[src/hdl/joystick_average_and_map_core_assert.svh]
// ----------------------------------------------------------------------------
// Assertion macros for the joystick average and map core
// Shared property forms used by the controller's checks.
// ----------------------------------------------------------------------------
`ifndef JOYSTICK_AVERAGE_AND_MAP_CORE_ASSERT_SVH
`define JOYSTICK_AVERAGE_AND_MAP_CORE_ASSERT_SVH

// Same-cycle implication, checked on every rising clock edge outside reset.
`define JAM_ASSERT_IMP(label, clk, rst, ante, cons, msg) \
   label: assert property (@(posedge clk) disable iff (rst) (ante) |-> (cons)) \
      else $error(msg);

// Next-cycle implication, checked on every rising clock edge outside reset.
`define JAM_ASSERT_NXT(label, clk, rst, ante, cons, msg) \
   label: assert property (@(posedge clk) disable iff (rst) (ante) |=> (cons)) \
      else $error(msg);

`endif

[src/hdl/jam_pkg.sv]
// ----------------------------------------------------------------------------
// jam_pkg
// Types, constants and codes shared by the joystick average and map core.
// ----------------------------------------------------------------------------
package jam_pkg;

   localparam int DEPTH_DEF   = 8;
   localparam int SAMPLE_W    = 12;
   localparam int CODE_W      = 13;
   localparam int DEAD_W      = 15;
   localparam int POS_W       = 16;
   localparam int FRAC_STEPS  = 15;
   // Remainder holds twice the largest divisor (13-bit magnitude).
   localparam int REM_W       = 14;
   localparam int DSR_W       = 13;
   localparam int CSR_IDX_W   = 2;
   localparam int CSR_DATA_W  = 15;
   localparam int REQ_DATA_W  = 16;
   localparam int RSP_DATA_W  = 32;

   localparam logic [CODE_W-1:0]   CODE_UNSET = {CODE_W{1'b1}};
   localparam logic [DEAD_W-1:0]   FULL_SCALE = {DEAD_W{1'b1}};

   typedef enum logic [CSR_IDX_W-1:0] {
      CSR_CENTER = 2'd0,
      CSR_MIN    = 2'd1,
      CSR_MAX    = 2'd2,
      CSR_DEAD   = 2'd3
   } csr_index_type;

   typedef enum logic [2:0] {
      ST_IDLE,
      ST_UPDATE,
      ST_AVERAGE,
      ST_MAP_LOAD,
      ST_MAP_DIV,
      ST_FINISH
   } state_type;

   // Commands from the controller to the datapath.
   typedef struct packed {
      logic accept;    // capture the sample and read the oldest ring entry
      logic update;    // update sum and ring
      logic average;   // form the average code from the running sum
      logic step;      // one restoring-division step of the mapping divide
      logic map_load;  // set up the mapping divide
      logic out_load;  // load the result register
   } cmd_type;

endpackage

[src/hdl/jam_ram.sv]
// ----------------------------------------------------------------------------
// jam_ram
// Generic single-write, single-read RAM with registered read data.
// ----------------------------------------------------------------------------
module jam_ram #(
   parameter int WIDTH = 12,
   parameter int DEPTH = 8
) (
   input  logic                     clock,
   input  logic                     wr_en,
   input  logic [$clog2(DEPTH)-1:0] wr_addr,
   input  logic [WIDTH-1:0]         wr_data,
   input  logic                     rd_en,
   input  logic [$clog2(DEPTH)-1:0] rd_addr,
   output logic [WIDTH-1:0]         rd_data
);

   logic [WIDTH-1:0] mem_ff [DEPTH];
   logic [WIDTH-1:0] rd_data_ff;

   always_ff @(posedge clock) begin
      if (wr_en) begin
         mem_ff[wr_addr] <= wr_data;
      end
      if (rd_en) begin
         rd_data_ff <= mem_ff[rd_addr];
      end
   end

   assign rd_data = rd_data_ff;

endmodule

[src/hdl/jam_datapath.sv]
// ----------------------------------------------------------------------------
// jam_datapath
// Sample ring, running sum, average, serial mapping divider and result register.
// ----------------------------------------------------------------------------
module jam_datapath #(
   parameter int DEPTH = jam_pkg::DEPTH_DEF
) (
   input  logic                               clock,
   input  logic                               reset,
   input  jam_pkg::cmd_type                   cmd,
   input  logic [jam_pkg::SAMPLE_W-1:0]       sample,
   input  logic                               csr_write,
   input  logic [jam_pkg::CSR_IDX_W-1:0]      csr_index,
   input  logic [jam_pkg::CSR_DATA_W-1:0]     csr_data,
   output logic signed [jam_pkg::POS_W-1:0]   position,
   output logic [jam_pkg::SAMPLE_W-1:0]       average_code,
   output logic                               valid_res
);

   localparam int IDX_W     = $clog2(DEPTH);
   localparam int SUM_W     = jam_pkg::SAMPLE_W + IDX_W;
   // Reciprocal of DEPTH rounded up. With this shift the product gives
   // floor(sum / DEPTH) exactly for every sum that fits in SUM_W bits.
   localparam int AVG_SHIFT = SUM_W + IDX_W;
   localparam int RECIP_W   = SUM_W + 1;
   localparam int RECIP     = ((1 << AVG_SHIFT) + DEPTH - 1) / DEPTH;
   // The average never exceeds the largest code, so the product fits here.
   localparam int PROD_W    = AVG_SHIFT + jam_pkg::SAMPLE_W;
   localparam int QUO_W     = jam_pkg::FRAC_STEPS;
   localparam int REM_W     = jam_pkg::REM_W;
   localparam int DSR_W     = jam_pkg::DSR_W;
   localparam int CW        = jam_pkg::CODE_W;

   // Configuration registers.
   logic [CW-1:0]               center_ff, min_ff, max_ff;
   logic [jam_pkg::DEAD_W-1:0]  dead_ff;

   always_ff @(posedge clock) begin
      if (reset) begin
         center_ff <= jam_pkg::CODE_UNSET;
         min_ff    <= jam_pkg::CODE_UNSET;
         max_ff    <= jam_pkg::CODE_UNSET;
         dead_ff   <= '0;
      end else if (csr_write) begin
         case (jam_pkg::csr_index_type'(csr_index))
            jam_pkg::CSR_CENTER: center_ff <= csr_data[CW-1:0];
            jam_pkg::CSR_MIN:    min_ff    <= csr_data[CW-1:0];
            jam_pkg::CSR_MAX:    max_ff    <= csr_data[CW-1:0];
            jam_pkg::CSR_DEAD:   dead_ff   <= csr_data[jam_pkg::DEAD_W-1:0];
            default: ;
         endcase
      end
   end

   // Ring of samples: the RAM holds the data, one valid bit per entry stands
   // in for the cleared state after reset.
   logic [IDX_W-1:0]              slot_ff, slot_in;
   logic [DEPTH-1:0]              ring_vld_ff;
   logic [SUM_W-1:0]              sum_ff, sum_in;
   logic [jam_pkg::SAMPLE_W-1:0]  sample_ff;
   logic [jam_pkg::SAMPLE_W-1:0]  rd_data;
   logic [jam_pkg::SAMPLE_W-1:0]  old_sample;

   jam_ram #(
      .WIDTH (jam_pkg::SAMPLE_W),
      .DEPTH (DEPTH)
   ) u_ring (
      .clock   (clock),
      .wr_en   (cmd.update),
      .wr_addr (slot_ff),
      .wr_data (sample_ff),
      .rd_en   (cmd.accept),
      .rd_addr (slot_ff),
      .rd_data (rd_data)
   );

   assign old_sample = ring_vld_ff[slot_ff] ? rd_data : '0;
   assign sum_in     = sum_ff - SUM_W'(old_sample) + SUM_W'(sample_ff);
   assign slot_in    = (slot_ff == IDX_W'(DEPTH - 1)) ? '0 : slot_ff + 1'b1;

   always_ff @(posedge clock) begin
      if (reset) begin
         slot_ff     <= '0;
         ring_vld_ff <= '0;
         sum_ff      <= '0;
      end else if (cmd.update) begin
         slot_ff              <= slot_in;
         ring_vld_ff[slot_ff] <= 1'b1;
         sum_ff               <= sum_in;
      end
   end

   always_ff @(posedge clock) begin
      if (cmd.accept) begin
         sample_ff <= sample;
      end
   end

   // Average code: the registered sum times the reciprocal of DEPTH.
   logic [PROD_W-1:0]            avg_prod;
   logic [jam_pkg::SAMPLE_W-1:0] avg_ff;

   assign avg_prod = sum_ff * RECIP_W'(RECIP);

   always_ff @(posedge clock) begin
      if (cmd.average) begin
         avg_ff <= avg_prod[AVG_SHIFT +: jam_pkg::SAMPLE_W];
      end
   end

   // Mapping set-up: signed offsets from the center and the branch divisor.
   logic signed [REM_W-1:0] avg_s, c_s, lo_s, hi_s, num_s, den_s;
   logic [DSR_W-1:0]        an, ad;
   logic                    above;

   assign avg_s = $signed({{(REM_W - jam_pkg::SAMPLE_W){1'b0}}, avg_ff});
   assign c_s   = $signed({center_ff[CW-1], center_ff});
   assign lo_s  = $signed({min_ff[CW-1], min_ff});
   assign hi_s  = $signed({max_ff[CW-1], max_ff});
   assign above = (avg_s >= c_s);
   assign num_s = avg_s - c_s;
   assign den_s = above ? (hi_s - c_s) : (c_s - lo_s);
   assign an    = num_s[REM_W-1] ? DSR_W'(-num_s) : num_s[DSR_W-1:0];
   assign ad    = den_s[REM_W-1] ? DSR_W'(-den_s) : den_s[DSR_W-1:0];

   logic                         above_ff, neg_ff, zero_ff, sat_ff;

   always_ff @(posedge clock) begin
      if (cmd.map_load) begin
         above_ff <= above;
         neg_ff   <= num_s[REM_W-1] ^ den_s[REM_W-1];
         zero_ff  <= (den_s == '0);
         sat_ff   <= (an >= ad);
      end
   end

   // Restoring divider for the mapping. The remainder starts at the offset
   // magnitude and zeros are shifted in, which gives the quotient bits of
   // offset * 2^15 / divisor.
   logic [REM_W-1:0] rem_ff, rem_in;
   logic [DSR_W-1:0] dsr_ff, dsr_in;
   logic [QUO_W-1:0] quo_ff, quo_in;
   logic [REM_W-1:0] shifted;
   logic [REM_W:0]   trial;

   assign shifted = {rem_ff[REM_W-2:0], 1'b0};
   assign trial   = {1'b0, shifted} - {{(REM_W + 1 - DSR_W){1'b0}}, dsr_ff};

   always_comb begin
      rem_in = rem_ff;
      dsr_in = dsr_ff;
      quo_in = quo_ff;
      if (cmd.map_load) begin
         rem_in = REM_W'(an);
         dsr_in = ad;
         quo_in = '0;
      end else if (cmd.step) begin
         rem_in = trial[REM_W] ? shifted : trial[REM_W-1:0];
         quo_in = {quo_ff[QUO_W-2:0], ~trial[REM_W]};
      end
   end

   always_ff @(posedge clock) begin
      rem_ff <= rem_in;
      dsr_ff <= dsr_in;
      quo_ff <= quo_in;
   end

   // Final position: saturation, sign, deadzone and calibration check.
   logic [jam_pkg::DEAD_W-1:0]      mag;
   logic signed [jam_pkg::POS_W-1:0] pos_mag, pos_res;
   logic                            calibrated;

   assign calibrated = (center_ff != jam_pkg::CODE_UNSET) &&
                       (min_ff != jam_pkg::CODE_UNSET) &&
                       (max_ff != jam_pkg::CODE_UNSET);

   always_comb begin
      if (zero_ff || sat_ff) begin
         mag = jam_pkg::FULL_SCALE;
      end else begin
         mag = quo_ff;
      end
      pos_mag = $signed({1'b0, mag});
      if (zero_ff ? !above_ff : neg_ff) begin
         pos_res = -pos_mag;
      end else begin
         pos_res = pos_mag;
      end
      if (!calibrated || (mag < dead_ff)) begin
         pos_res = '0;
      end
   end

   logic signed [jam_pkg::POS_W-1:0] pos_out_ff;
   logic [jam_pkg::SAMPLE_W-1:0]     avg_out_ff;
   logic                             vld_out_ff;

   always_ff @(posedge clock) begin
      if (cmd.out_load) begin
         pos_out_ff <= pos_res;
         avg_out_ff <= avg_ff;
         vld_out_ff <= calibrated;
      end
   end

   assign position     = pos_out_ff;
   assign average_code = avg_out_ff;
   assign valid_res    = vld_out_ff;

endmodule

[src/hdl/jam_ctrl.sv]
// ----------------------------------------------------------------------------
// jam_ctrl
// Sequencer for one item: ring update, average, mapping divide, result.
// ----------------------------------------------------------------------------
`include "joystick_average_and_map_core_assert.svh"

module jam_ctrl (
   input  logic             clock,
   input  logic             reset,
   input  logic             req_tvalid,
   output logic             req_tready,
   output logic             rsp_tvalid,
   input  logic             rsp_tready,
   output jam_pkg::cmd_type cmd
);

   localparam int CNT_W = $clog2(jam_pkg::FRAC_STEPS + 1);

   jam_pkg::state_type state_ff, state_in;
   logic [CNT_W-1:0]   cnt_ff, cnt_in;
   logic               rsp_valid_ff, rsp_valid_in;

   always_ff @(posedge clock) begin
      if (reset) begin
         state_ff     <= jam_pkg::ST_IDLE;
         cnt_ff       <= '0;
         rsp_valid_ff <= 1'b0;
      end else begin
         state_ff     <= state_in;
         cnt_ff       <= cnt_in;
         rsp_valid_ff <= rsp_valid_in;
      end
   end

   always_comb begin
      state_in     = state_ff;
      cnt_in       = cnt_ff;
      rsp_valid_in = rsp_valid_ff && !rsp_tready;
      cmd          = '0;
      req_tready   = 1'b0;
      case (state_ff)
         jam_pkg::ST_IDLE: begin
            req_tready = 1'b1;
            if (req_tvalid) begin
               cmd.accept = 1'b1;
               state_in   = jam_pkg::ST_UPDATE;
            end
         end
         jam_pkg::ST_UPDATE: begin
            cmd.update = 1'b1;
            state_in   = jam_pkg::ST_AVERAGE;
         end
         jam_pkg::ST_AVERAGE: begin
            cmd.average = 1'b1;
            state_in    = jam_pkg::ST_MAP_LOAD;
         end
         jam_pkg::ST_MAP_LOAD: begin
            cmd.map_load = 1'b1;
            cnt_in       = '0;
            state_in     = jam_pkg::ST_MAP_DIV;
         end
         jam_pkg::ST_MAP_DIV: begin
            cmd.step = 1'b1;
            if (cnt_ff == CNT_W'(jam_pkg::FRAC_STEPS - 1)) begin
               cnt_in   = '0;
               state_in = jam_pkg::ST_FINISH;
            end else begin
               cnt_in = cnt_ff + 1'b1;
            end
         end
         jam_pkg::ST_FINISH: begin
            // The result register is free once its item has been taken.
            if (!rsp_valid_ff || rsp_tready) begin
               cmd.out_load = 1'b1;
               rsp_valid_in = 1'b1;
               state_in     = jam_pkg::ST_IDLE;
            end
         end
         default: begin
            state_in = jam_pkg::ST_IDLE;
         end
      endcase
   end

   assign rsp_tvalid = rsp_valid_ff;

   `JAM_ASSERT_NXT(a_accept_starts_update, clock, reset, req_tvalid && req_tready,
      state_ff == jam_pkg::ST_UPDATE, "accepted item did not start an update")
   `JAM_ASSERT_IMP(a_rsp_from_finish, clock, reset, $rose(rsp_valid_ff),
      $past(state_ff) == jam_pkg::ST_FINISH, "result appeared outside the finish step")
   `JAM_ASSERT_IMP(a_map_count_bound, clock, reset, state_ff == jam_pkg::ST_MAP_DIV,
      cnt_ff < CNT_W'(jam_pkg::FRAC_STEPS), "mapping divide ran past its step count")
   `JAM_ASSERT_NXT(a_finish_holds, clock, reset,
      state_ff == jam_pkg::ST_FINISH && rsp_valid_ff && !rsp_tready,
      state_ff == jam_pkg::ST_FINISH && rsp_valid_ff, "finished item overwrote a waiting result")

endmodule

[src/hdl/joystick_average_and_map_core.sv]
// ----------------------------------------------------------------------------
// joystick_average_and_map_core
// Moving average of a joystick ADC axis, mapped to a signed Q1.15 position.
// ----------------------------------------------------------------------------
// Usage: each item on the req_ channel carries one 12-bit ADC sample. It is
// written into a ring of DEPTH samples, the running sum gives the average
// code, and the average is mapped against the center, min and max codes into
// a clamped, deadzoned Q1.15 position. Every input item yields exactly one
// item on the rsp_ channel.
// Configuration is written through the csr_ channel (index 0 center, 1 min,
// 2 max, 3 dead band) while the block is idle; csr_ready is always high.
// Sequence: after the edge that accepts an item, for any DEPTH, the block
// updates the ring and sum, forms the average (the sum times the reciprocal
// of DEPTH), sets up the mapping, runs the serial restoring divider that
// forms the fraction bits, and loads the result register. req_tready returns
// as that register is loaded, so the block takes no new item while one is
// still in flight.
// Reset: the ring reads as all zero, the sum and write slot are cleared and
// the calibration codes read as unset, so results carry valid_res 0 until all three are written.
// Stall: a result waits in the output register while rsp_tready is low; the
// next item is still accepted, completes its computation and holds until
// that register frees up.
// ----------------------------------------------------------------------------
module joystick_average_and_map_core #(
   parameter int DEPTH = jam_pkg::DEPTH_DEF
) (
   input  logic                              clock,
   input  logic                              reset,
   // Sample stream.
   input  logic                              req_tvalid,
   output logic                              req_tready,
   input  logic [jam_pkg::REQ_DATA_W-1:0]    req_tdata,   // [11:0] sample
   // Result stream.
   output logic                              rsp_tvalid,
   input  logic                              rsp_tready,
   output logic [jam_pkg::RSP_DATA_W-1:0]    rsp_tdata,   // [15:0] position, [27:16] average_code
   output logic                              rsp_tuser,   // [0] valid_res
   // Configuration writes.
   input  logic                              csr_valid,
   output logic                              csr_ready,
   input  logic [jam_pkg::CSR_IDX_W-1:0]     csr_index,
   input  logic [jam_pkg::CSR_DATA_W-1:0]    csr_data
);

   jam_pkg::cmd_type                  cmd;
   logic signed [jam_pkg::POS_W-1:0]  position;
   logic [jam_pkg::SAMPLE_W-1:0]      average_code;
   logic                              valid_res;

   // Configuration writes are always taken; the host issues them only while
   // no item is in flight.
   assign csr_ready = 1'b1;

   jam_ctrl u_ctrl (
      .clock      (clock),
      .reset      (reset),
      .req_tvalid (req_tvalid),
      .req_tready (req_tready),
      .rsp_tvalid (rsp_tvalid),
      .rsp_tready (rsp_tready),
      .cmd        (cmd)
   );

   jam_datapath #(
      .DEPTH (DEPTH)
   ) u_datapath (
      .clock        (clock),
      .reset        (reset),
      .cmd          (cmd),
      .sample       (req_tdata[jam_pkg::SAMPLE_W-1:0]),
      .csr_write    (csr_valid && csr_ready),
      .csr_index    (csr_index),
      .csr_data     (csr_data),
      .position     (position),
      .average_code (average_code),
      .valid_res    (valid_res)
   );

   // Pack the result: position lowest, then the average code, zero padding.
   assign rsp_tdata = {
      {(jam_pkg::RSP_DATA_W - jam_pkg::POS_W - jam_pkg::SAMPLE_W){1'b0}},
      average_code,
      position
   };
   assign rsp_tuser = valid_res;

endmodule

[config.mk]
export PLATFORM = sky130hd
export DESIGN_NAME = joystick_average_and_map_core
export DESIGN_NICKNAME = d
export VERILOG_FILES = /design/src/hdl/jam_pkg.sv /design/src/hdl/jam_ram.sv /design/src/hdl/jam_datapath.sv /design/src/hdl/jam_ctrl.sv /design/src/hdl/joystick_average_and_map_core.sv
export VERILOG_INCLUDE_DIRS = /design/src /design/src/hdl
export SDC_FILE = /design/constraint.sdc
export NUM_CORES = 1
export LEC_CHECK = 0
export BUFFER_PORTS_ARGS = -buffer_cell sky130_fd_sc_hd__clkbuf_2
export CAP_MARGIN = 20
export CORE_MARGIN = 3
export CORE_UTILIZATION = 42
export CTS_CLUSTER_SIZE = 14
export DETAILED_ROUTE_END_ITERATION = 7
export MAX_ROUTING_LAYER = met4
export PLACE_DENSITY = 0.58
export SYNTH_ARGS = -nofsm -noshare
export SYNTH_HDL_FRONTEND = slang
export SYNTH_SLANG_ARGS = --single-unit
[constraint.sdc]
create_clock -name clock -period 6.6 [get_ports clock]
set_input_delay 1.32 -clock clock [delete_from_list [all_inputs] [get_ports clock]]
set_output_delay 1.32 -clock clock [all_outputs]
set_load 0.01 [all_outputs]
==> results of run 1 <==
## cell usage in the layout, fill, tap and decap left out, types with 34 or more instances in the layout
cell type  synthesis  routed
edfxtp_1         191     191
nand2_1          154     154
inv_1            132     132
nor2_1           120     117
a21oi_1          102     102
dfxtp_1          103     102
ha_1              99      99
clkbuf_2           0      64
xnor2_1           59      59
o21ai_0           43      43
nand3_1           39      39
nor2b_1           36      36
xor2_1            35      35
clkbuf_16          0      34
## state kept, by name, summed over array words and instances, names as in the netlist, 13 cells and up
signal,cells
u_datapath.max_ff,13
u_datapath.center_ff,13
u_datapath.position,16
u_datapath.quo_ff,15
u_datapath.dead_ff,15
u_datapath.dsr_ff,13
u_datapath.min_ff,13
u_datapath.sum_ff,15
u_datapath.rem_ff,13
u_datapath.u_ring.mem_ff,96
## metal layers
layer	vias to the layer above	track usage [%]	routed length (microns)
li1	5682	-	-
met3	51	2.87	1780
met2	298	30.0	17600
met1	5428	28.0	19200
met4	0	4.02	655
met5	-	-	0
## area by class of cell
cell class                 count  area [sq um]
sequential                   294          7800
fill                        3412         19100
clock inverter                12           136
multi-input combinational   1066          7510
clock buffer                  50           941
tap                          504           631
inverter                     133           499
timing repair buffer          83           469
## worst max path at each step
| stage | slack [ps] | depth (start not counted) | endpoint | startpoint |
|---|---|---|---|---|
| 2_1_floorplan | 1860 | 23 | u_datapath.sat_ff$_DFFE_PP_ | u_datapath.avg_ff[0]$_DFFE_PN_ |
| 3_3_place_gp | 1540 | 20 | u_datapath.sat_ff$_DFFE_PP_ | u_datapath.center_ff[0]$_SDFFE_PP1P_ |
| 3_5_place_dp | 1510 | 20 | u_datapath.sat_ff$_DFFE_PP_ | u_datapath.center_ff[0]$_SDFFE_PP1P_ |
| 4_1_cts | 1460 | 20 | u_datapath.sat_ff$_DFFE_PP_ | u_datapath.center_ff[0]$_SDFFE_PP1P_ |
| 5_1_grt | 1160 | 21 | u_datapath.sat_ff$_DFFE_PP_ | u_datapath.avg_ff[0]$_DFFE_PN_ |
| 6_report | 1480 | 21 | u_datapath.sat_ff$_DFFE_PP_ | u_datapath.avg_ff[0]$_DFFE_PN_ |
## per-stage QoR
stage               instances  utilization, %  hold WS [ps]  area, sq um  worst slack, ps
global route             2142            48.5           466        18000             1160
floorplan                1551               -           408        16000             1860
detailed placement       2078            45.6           433        16900             1510
global placement         2078            45.6           417        16900             1540
finish                   2142            48.5           452        18000             1480
CTS                      2140            48.5           451        18000             1460
## critical path, cell delays in order, from the launching register on
cell      delay, ps
edfxtp_1        390
inv_1            80
ha_1            180
inv_1            60
fa_1            410
a211oi_1        330
o21ai_0         220
nand3b_1        240
nand2_1         340
mux2_2          410
ha_1            310
o21ai_0         220
ha_1            300
nor2b_1         140
o21a_1          160
o21ai_0         150
nand2b_1         80
a21oi_1         150
o21ai_0         100
a31o_2          260
a21o_1          180
a21o_1          170
## power by group
group          internal [mW]  switching (mW)  leakage [nW]  total, mW
registers               2.17           0.114          2.58       2.28
clock network           1.04           0.751         0.520       1.80
logic                  0.813            1.10          4.02       1.91
## cell families after synthesis
group,count (synthesis)
AO/OA/AOI/OAI,337
buffers and inverters,191
adder cells (fa/ha/maj),115
AND/OR/NAND/NOR,476
flip-flops,294
multiplexers,39
XOR/XNOR,94
other,2
==> results.tsv, run 1 <==
stage	metric	value	unit
outcome	status	finished clean	
worst_setup_path	Reg2Reg Launch Point	u_datapath.avg_ff[0]$_DFFE_PN_	
sta	Final min period	5120	ps
grt	initial antenna violation count	0	
floorplan	die span in x	201	microns
clock_network	Hold Buf Count CTS	0	
sta	Fin. Hold Viols	0	
sta	Clock Skew	25.7	ps
logic_synthesis	most instantiated library cell after synthesis	edfxtp_1	
routing	vias	11500	
cells_and_area	layout cells sized above 1	11.3	%
sta	Slew Viols, Final	0	
clock_network	clock root buffer	clkbuf_16	
logic_synthesis	post-synth cell types	73	
worst_setup_path	critical path peak fanout	9	
worst_hold_path	hold path cells	2	
pwr	Total Power	5.99	mW
worst_setup_path	reg2reg end	u_datapath.sat_ff$_DFFE_PP_	
pwr	PwrDens	333	nW/um^2
logic_synthesis	synth top area cells	edfxtp_1 36%, dfxtp_1 13%, ha_1 7.8%	
clock_network	Clock transition at path regs	50	ps
worst_setup_path	crit path capture type	flop	
logic_synthesis	Commonest cells post-synth	191 x edfxtp_1, 154 x nand2_1, 132 x inv_1	
clock_network	Clock Sinks	294	
place	port bufs	64	
cells_and_area	P&R area growth vs syn	12.5	%
logic_synthesis	post-synthesis cell count	1548	
floorplan	full die area	40400	sq um
sta	RSZ-0062 raised after global routing	false	
logic_synthesis	synthesized area	16000	sq um
worst_setup_path	Critical Path AT	5380	ps
grt	wire length of the first global-routing pass	61400	microns
logic_synthesis	flop and latch count out of synthesis	294	
grt	largest net degree at the start of global routing	63	
floorplan	I/O pin cnt	74	
floorplan	core region area	37000	sq um
logic_synthesis	complex-gate fraction of the synthesized area	14.3	%
logic_synthesis	ys async rst share	0	%
logic_synthesis	Avg Cell Area, Syn	10.3	sq um
pwr	worst vdd ir	0.000226	V
cells_and_area	n_diodes	0	
routing	final wirelength	39300	microns
routing	Routed Antenna Nets	0	
clock_network	# H-tree levels	2	
logic_synthesis	area leader, netlist	edfxtp_1	
logic_synthesis	Post-synth EDFFs	191	
logic_synthesis	mux share of post-synthesis cell area	3.30	%
logic_synthesis	Seq/Total Area, Yosys	48.8	%
clock_network	Clk Latency, worst-skew pair	530	ps
worst_setup_path	Worst R2R Setup Slack	1480	ps
floorplan	Initial Util	43.1	%
clock_network	worst-case clock buffer depth	3	
clock_network	postcts setup bufs	0	
logic_synthesis	Yosys top cell area share	35.9	%
worst_setup_path	worst reg2reg path depth	21	
routing	Avg Vias per Cell	5.35	
logic_synthesis	post-synthesis simple-gate area fraction	14.0	%
logic_synthesis	Post-Synth XOR/XNOR Area	5.15	%
logic_synthesis	Synth Area in Adders	9.76	%
sta	slew margin rel.	31.6	%
sta	crit share post-route	77.6	%
place	HPWL after DPL	29100	microns
worst_setup_path	CP Class	reg2reg	
clock_network	total CTS buffers	34	
grt	GR Overflow Total	0	
place	Placer Congestion	0.846	
clock_network	cts repair resizes	0	
routing	Residual DRC	0	
worst_hold_path	Hold Path Class	reg2reg	
worst_setup_path	crit start category	flop	
worst_hold_path	hold path endpoint	u_datapath.sum_ff[2]$_SDFFE_PP0P_	
worst_setup_path	required time worst endpoint	6860	ps
logic_synthesis	largest family of logic cells by synthesized area	compound AO/OA/AOI/OAI gates	
job	Max Cap Violations	0	
cells_and_area	final net count	1765	
routing	initial drt markers	721	
sta	Setup TNS	0	ps
sta	Setup Viol. Count Final	0	
logic_synthesis	top_reg_cell synth	edfxtp_1	
sta	max frequency	195	MHz
grt	vias in the first global route	11100	
grt	Total GRT Usage	19.6	%
worst_hold_path	Worst Hold Launch	u_datapath.sum_ff[2]$_SDFFE_PP0P_	
floorplan	Cell Rows	70	
sta	Worst Tran Pin Value	1020	ps
logic_synthesis	Warnings, synthesis	0	
routing	Avg WL per Cell	18.3	microns
floorplan	die height	201	microns
routing	drt pass-1 iters	5	
pwr	Lkg Pwr	7.13	nW
clock_network	CTS tree	built	
(Power assumes the default switching activity.)
==> run 2, diff against run 1 <==
--- a/config.mk
+++ b/config.mk
@@ -6,6 +6,7 @@
 export SDC_FILE = /design/constraint.sdc
 export NUM_CORES = 1
 export LEC_CHECK = 0
+export ABC_AREA = 1
 export BUFFER_PORTS_ARGS = -buffer_cell sky130_fd_sc_hd__clkbuf_2
 export CAP_MARGIN = 20
 export CORE_MARGIN = 3
==> constraint.sdc (replaced) <==
create_clock -name clock -period 5.25 [get_ports clock]
set_input_delay 1.05 -clock clock [delete_from_list [all_inputs] [get_ports clock]]
set_output_delay 1.05 -clock clock [all_outputs]
set_load 0.01 [all_outputs]
==> run 2 against run 1 <==
  * Flip-flop and latch count is the same
  * Utilization is 0.48 points higher
  * Maximum frequency up 13%
  * Largest cell class unchanged
  * Final cell count grew 17%
==> results.tsv, run 2 <==
stage	metric	value	unit	change
outcome	status	finished clean		unchanged
logic_synthesis	post-synthesis cell count	1878		was 1548
logic_synthesis	post-synth cell types	52		was 73
routing	Routed Antenna Nets	0		unchanged
cells_and_area	commonest non-fill, non-tap cells in the layout	398 x nand2_1, 292 x inv_1, 191 x edfxtp_1		was 191 x edfxtp_1, 154 x nand2_1, 132 x inv_1
cells_and_area	max FFs per register	96		unchanged
cells_and_area	area of the multi-input gates	7270	sq um	was 7510 sq um
cells_and_area	final-layout fill cell count	3549		was 3412
clock_network	CTS tree	built		unchanged
grt	initial antenna violation count	0		unchanged
floorplan	Initial Util	43.1	%	about the same
logic_synthesis	Warnings, synthesis	0		unchanged
routing	drt pass-1 iters	6		was 5
logic_synthesis	Avg Cell Area, Syn	8.75	sq um	was 10.3 sq um
sta	Fin. Hold Viols	0		unchanged
cells_and_area	most flop-heavy register	u_datapath.u_ring.mem_ff		unchanged
worst_setup_path	CP Class	reg2reg		unchanged
grt	vias in the first global route	12200		was 11100
worst_setup_path	WP buf/inv	4		was 2
clock_network	total CTS buffers	35		was 34
grt	wire length of the first global-routing pass	65400	microns	was 61400 microns
pwr	Lkg Pwr	8.41	nW	was 7.13 nW
place	HPWL after DPL	30700	microns	was 29100 microns
logic_synthesis	Commonest cells post-synth	398 x nand2_1, 292 x inv_1, 191 x edfxtp_1		was 191 x edfxtp_1, 154 x nand2_1, 132 x inv_1
worst_setup_path	Worst R2R Setup Slack	730	ps	was 1480 ps
clock_network	# H-tree levels	2		unchanged
sta	max frequency	221	MHz	was 195 MHz
cells_and_area	P&R area growth vs syn	13.8	%	was 12.5%
clock_network	Hold Buf Count CTS	0		unchanged
clock_network	clock root buffer	clkbuf_16		unchanged
place	placed cells	2436		was 2078
place	Placer Congestion	0.906		was 0.846
worst_setup_path	delay-heaviest family, CP	simple AND/OR/NAND/NOR gates		was compound AO/OA/AOI/OAI gates
routing	vias	12700		was 11500
logic_synthesis	most instantiated library cell after synthesis	nand2_1		was edfxtp_1
sta	Slew Viols, Final	0		unchanged
worst_setup_path	Critical Path AT	4810	ps	was 5380 ps
grt	Total GRT Usage	20.6	%	was 19.6%
grt	largest net degree at the start of global routing	60		was 63
routing	Residual DRC	0		unchanged
worst_hold_path	Hold Path Class	reg2reg		unchanged
sta	slew margin rel.	38.7	%	was 31.6%
sta	Worst Tran Pin Value	911	ps	was 1020 ps
routing	Avg WL per Cell	16.6	microns	was 18.3 microns
logic_synthesis	flop and latch count out of synthesis	294		unchanged
sta	RSZ-0062 raised after global routing	false		unchanged
cells_and_area	layout cells sized above 1	11.4	%	was 11.3%
clock_network	Clock transition at path regs	60	ps	was 50 ps
sta	Clock Skew	17.0	ps	was 25.7 ps
cells_and_area	final net count	2119		was 1765
logic_synthesis	synthesized area	16400	sq um	was 16000 sq um
sta	crit share post-route	86.1	%	was 77.6%
floorplan	full die area	41500	sq um	was 40400 sq um
place	port bufs	64		unchanged
floorplan	die span in x	204	microns	was 201 microns
logic_synthesis	top_reg_cell synth	edfxtp_1		unchanged
clock_network	postcts setup bufs	0		unchanged
floorplan	die height	204	microns	was 201 microns
logic_synthesis	synth top area cells	edfxtp_1 35%, dfxtp_1 13%, nand2_1 9.1%		was edfxtp_1 36%, dfxtp_1 13%, ha_1 7.8%
worst_setup_path	most used cell, CP	nand2_1		was o21ai_0
clock_network	Clk Latency, worst-skew pair	540	ps	was 530 ps
routing	final wirelength	41400	microns	was 39300 microns
floorplan	I/O pin cnt	74		unchanged
sta	Setup TNS	0	ps	unchanged
logic_synthesis	Post-synth EDFFs	191		unchanged
worst_setup_path	Max stage delay cell, worst path	dfxtp_1		was fa_1
job	Max Cap Violations	0		unchanged
worst_setup_path	crit start category	flop		unchanged
pwr	worst vdd ir	0.000303	V	was 0.000226 V
cells_and_area	most common cell after layout, fill and taps aside	nand2_1		was edfxtp_1
worst_setup_path	required time worst endpoint	5540	ps	was 6860 ps
cells_and_area	register area	7800	sq um	about the same
logic_synthesis	area leader, netlist	edfxtp_1		unchanged
worst_setup_path	critical path peak fanout	21		was 9
logic_synthesis	Yosys top cell area share	34.9	%	was 35.9%
clock_network	worst-case clock buffer depth	3		unchanged
routing	initial drt markers	855		was 721
floorplan	Cell Rows	71		was 70
clock_network	Clock Sinks	294		unchanged
logic_synthesis	Seq/Total Area, Yosys	47.5	%	was 48.8%
logic_synthesis	ys async rst share	0	%	unchanged
grt	GR Overflow Total	0		unchanged
worst_setup_path	crit path capture type	flop		unchanged
pwr	PwrDens	523	nW/um^2	was 333 nW/um^2
cells_and_area	non-filler cells, final	2503		was 2142
clock_network	cts repair resizes	0		unchanged
cells_and_area	n_diodes	0		unchanged
routing	Avg Vias per Cell	5.08		was 5.35
worst_setup_path	max incr delay on CP	350	ps	was 410 ps
sta	Final min period	4520	ps	was 5120 ps
sta	Setup Viol. Count Final	0		unchanged
floorplan	core region area	38100	sq um	was 37000 sq um
## run 2: changes by cell type after synthesis, moves of 32 or more
cell     change
inv_1      +160
nand2_1    +244
nand3_1     +68
nor2b_1     -36
o21ai_0     +32
xnor2_1     -43
## run 2: where the power goes
group | total [mW] | switching [mW] | internal (mW)
Clock | 2.51 | 0.958 | 1.55
Sequential | 3.35 | 0.253 | 3.09
Combinational | 3.93 | 2.51 | 1.42
Total | 9.78 | 3.72 | 6.06
## run 2: cell families (layout without fill, tap and decap cells)
group,count (synthesis),count (layout),synth area share (%)
AO/OA/AOI/OAI,300,300,11.0
XOR/XNOR,56,56,3.08
adder cells (fa/ha/maj),115,115,9.49
buffers and inverters,359,470,8.66
flip-flops,294,294,47.5
other,2,5,0.0457
AND/OR/NAND/NOR,752,752,20.3
## run 2: metal layers
metal | global-route usage [%] | vias to the layer above | routed length (microns)
met3 | 2.46 | 77 | 1650
met2 | 35.7 | 270 | 20700
met1 | 24.8 | 5946 | 17900
li1 | - | 6433 | -
met4 | 7.37 | 0 | 1220
met5 | - | - | 0
## run 2: final cells by class
cell class | count | share of cell area (%)
sequential | 294 | 41.7
multi-input combinational | 1228 | 38.9
inverter | 309 | 6.21
clock buffer | 49 | 5.41
tap | 511 | 3.42
timing repair buffer | 98 | 3.30
clock inverter | 14 | 1.01
## run 2: final timing paths
path                                             start                              to  cells after the start
setup / recovery  u_datapath.center_ff[1]$_SDFFE_PP1P_     u_datapath.sat_ff$_DFFE_PP_                     27
hold / removal       u_datapath.sum_ff[8]$_SDFFE_PP0P_  u_datapath.avg_ff[5]$_DFFE_PN_                      0
hold reg to reg      u_datapath.sum_ff[8]$_SDFFE_PP0P_  u_datapath.avg_ff[5]$_DFFE_PN_                      0
setup reg to reg  u_datapath.center_ff[1]$_SDFFE_PP1P_     u_datapath.sat_ff$_DFFE_PP_                     27
## run 2: per-stage QoR
step / hold slack [ps] / area, sq um / util, % / worst slack [ps] / power, mW
2_1_floorplan: 408 / 16400 / - / 1200 / 6.23
3_3_place_gp: 416 / 17400 / 45.7 / 797 / 7.23
3_5_place_dp: 416 / 17400 / 45.7 / 784 / 7.31
4_1_cts: 430 / 18600 / 48.8 / 743 / 9.86
5_1_grt: 446 / 18700 / 49.0 / 385 / 10.5
6_report: 427 / 18700 / 49.0 / 731 / 9.78
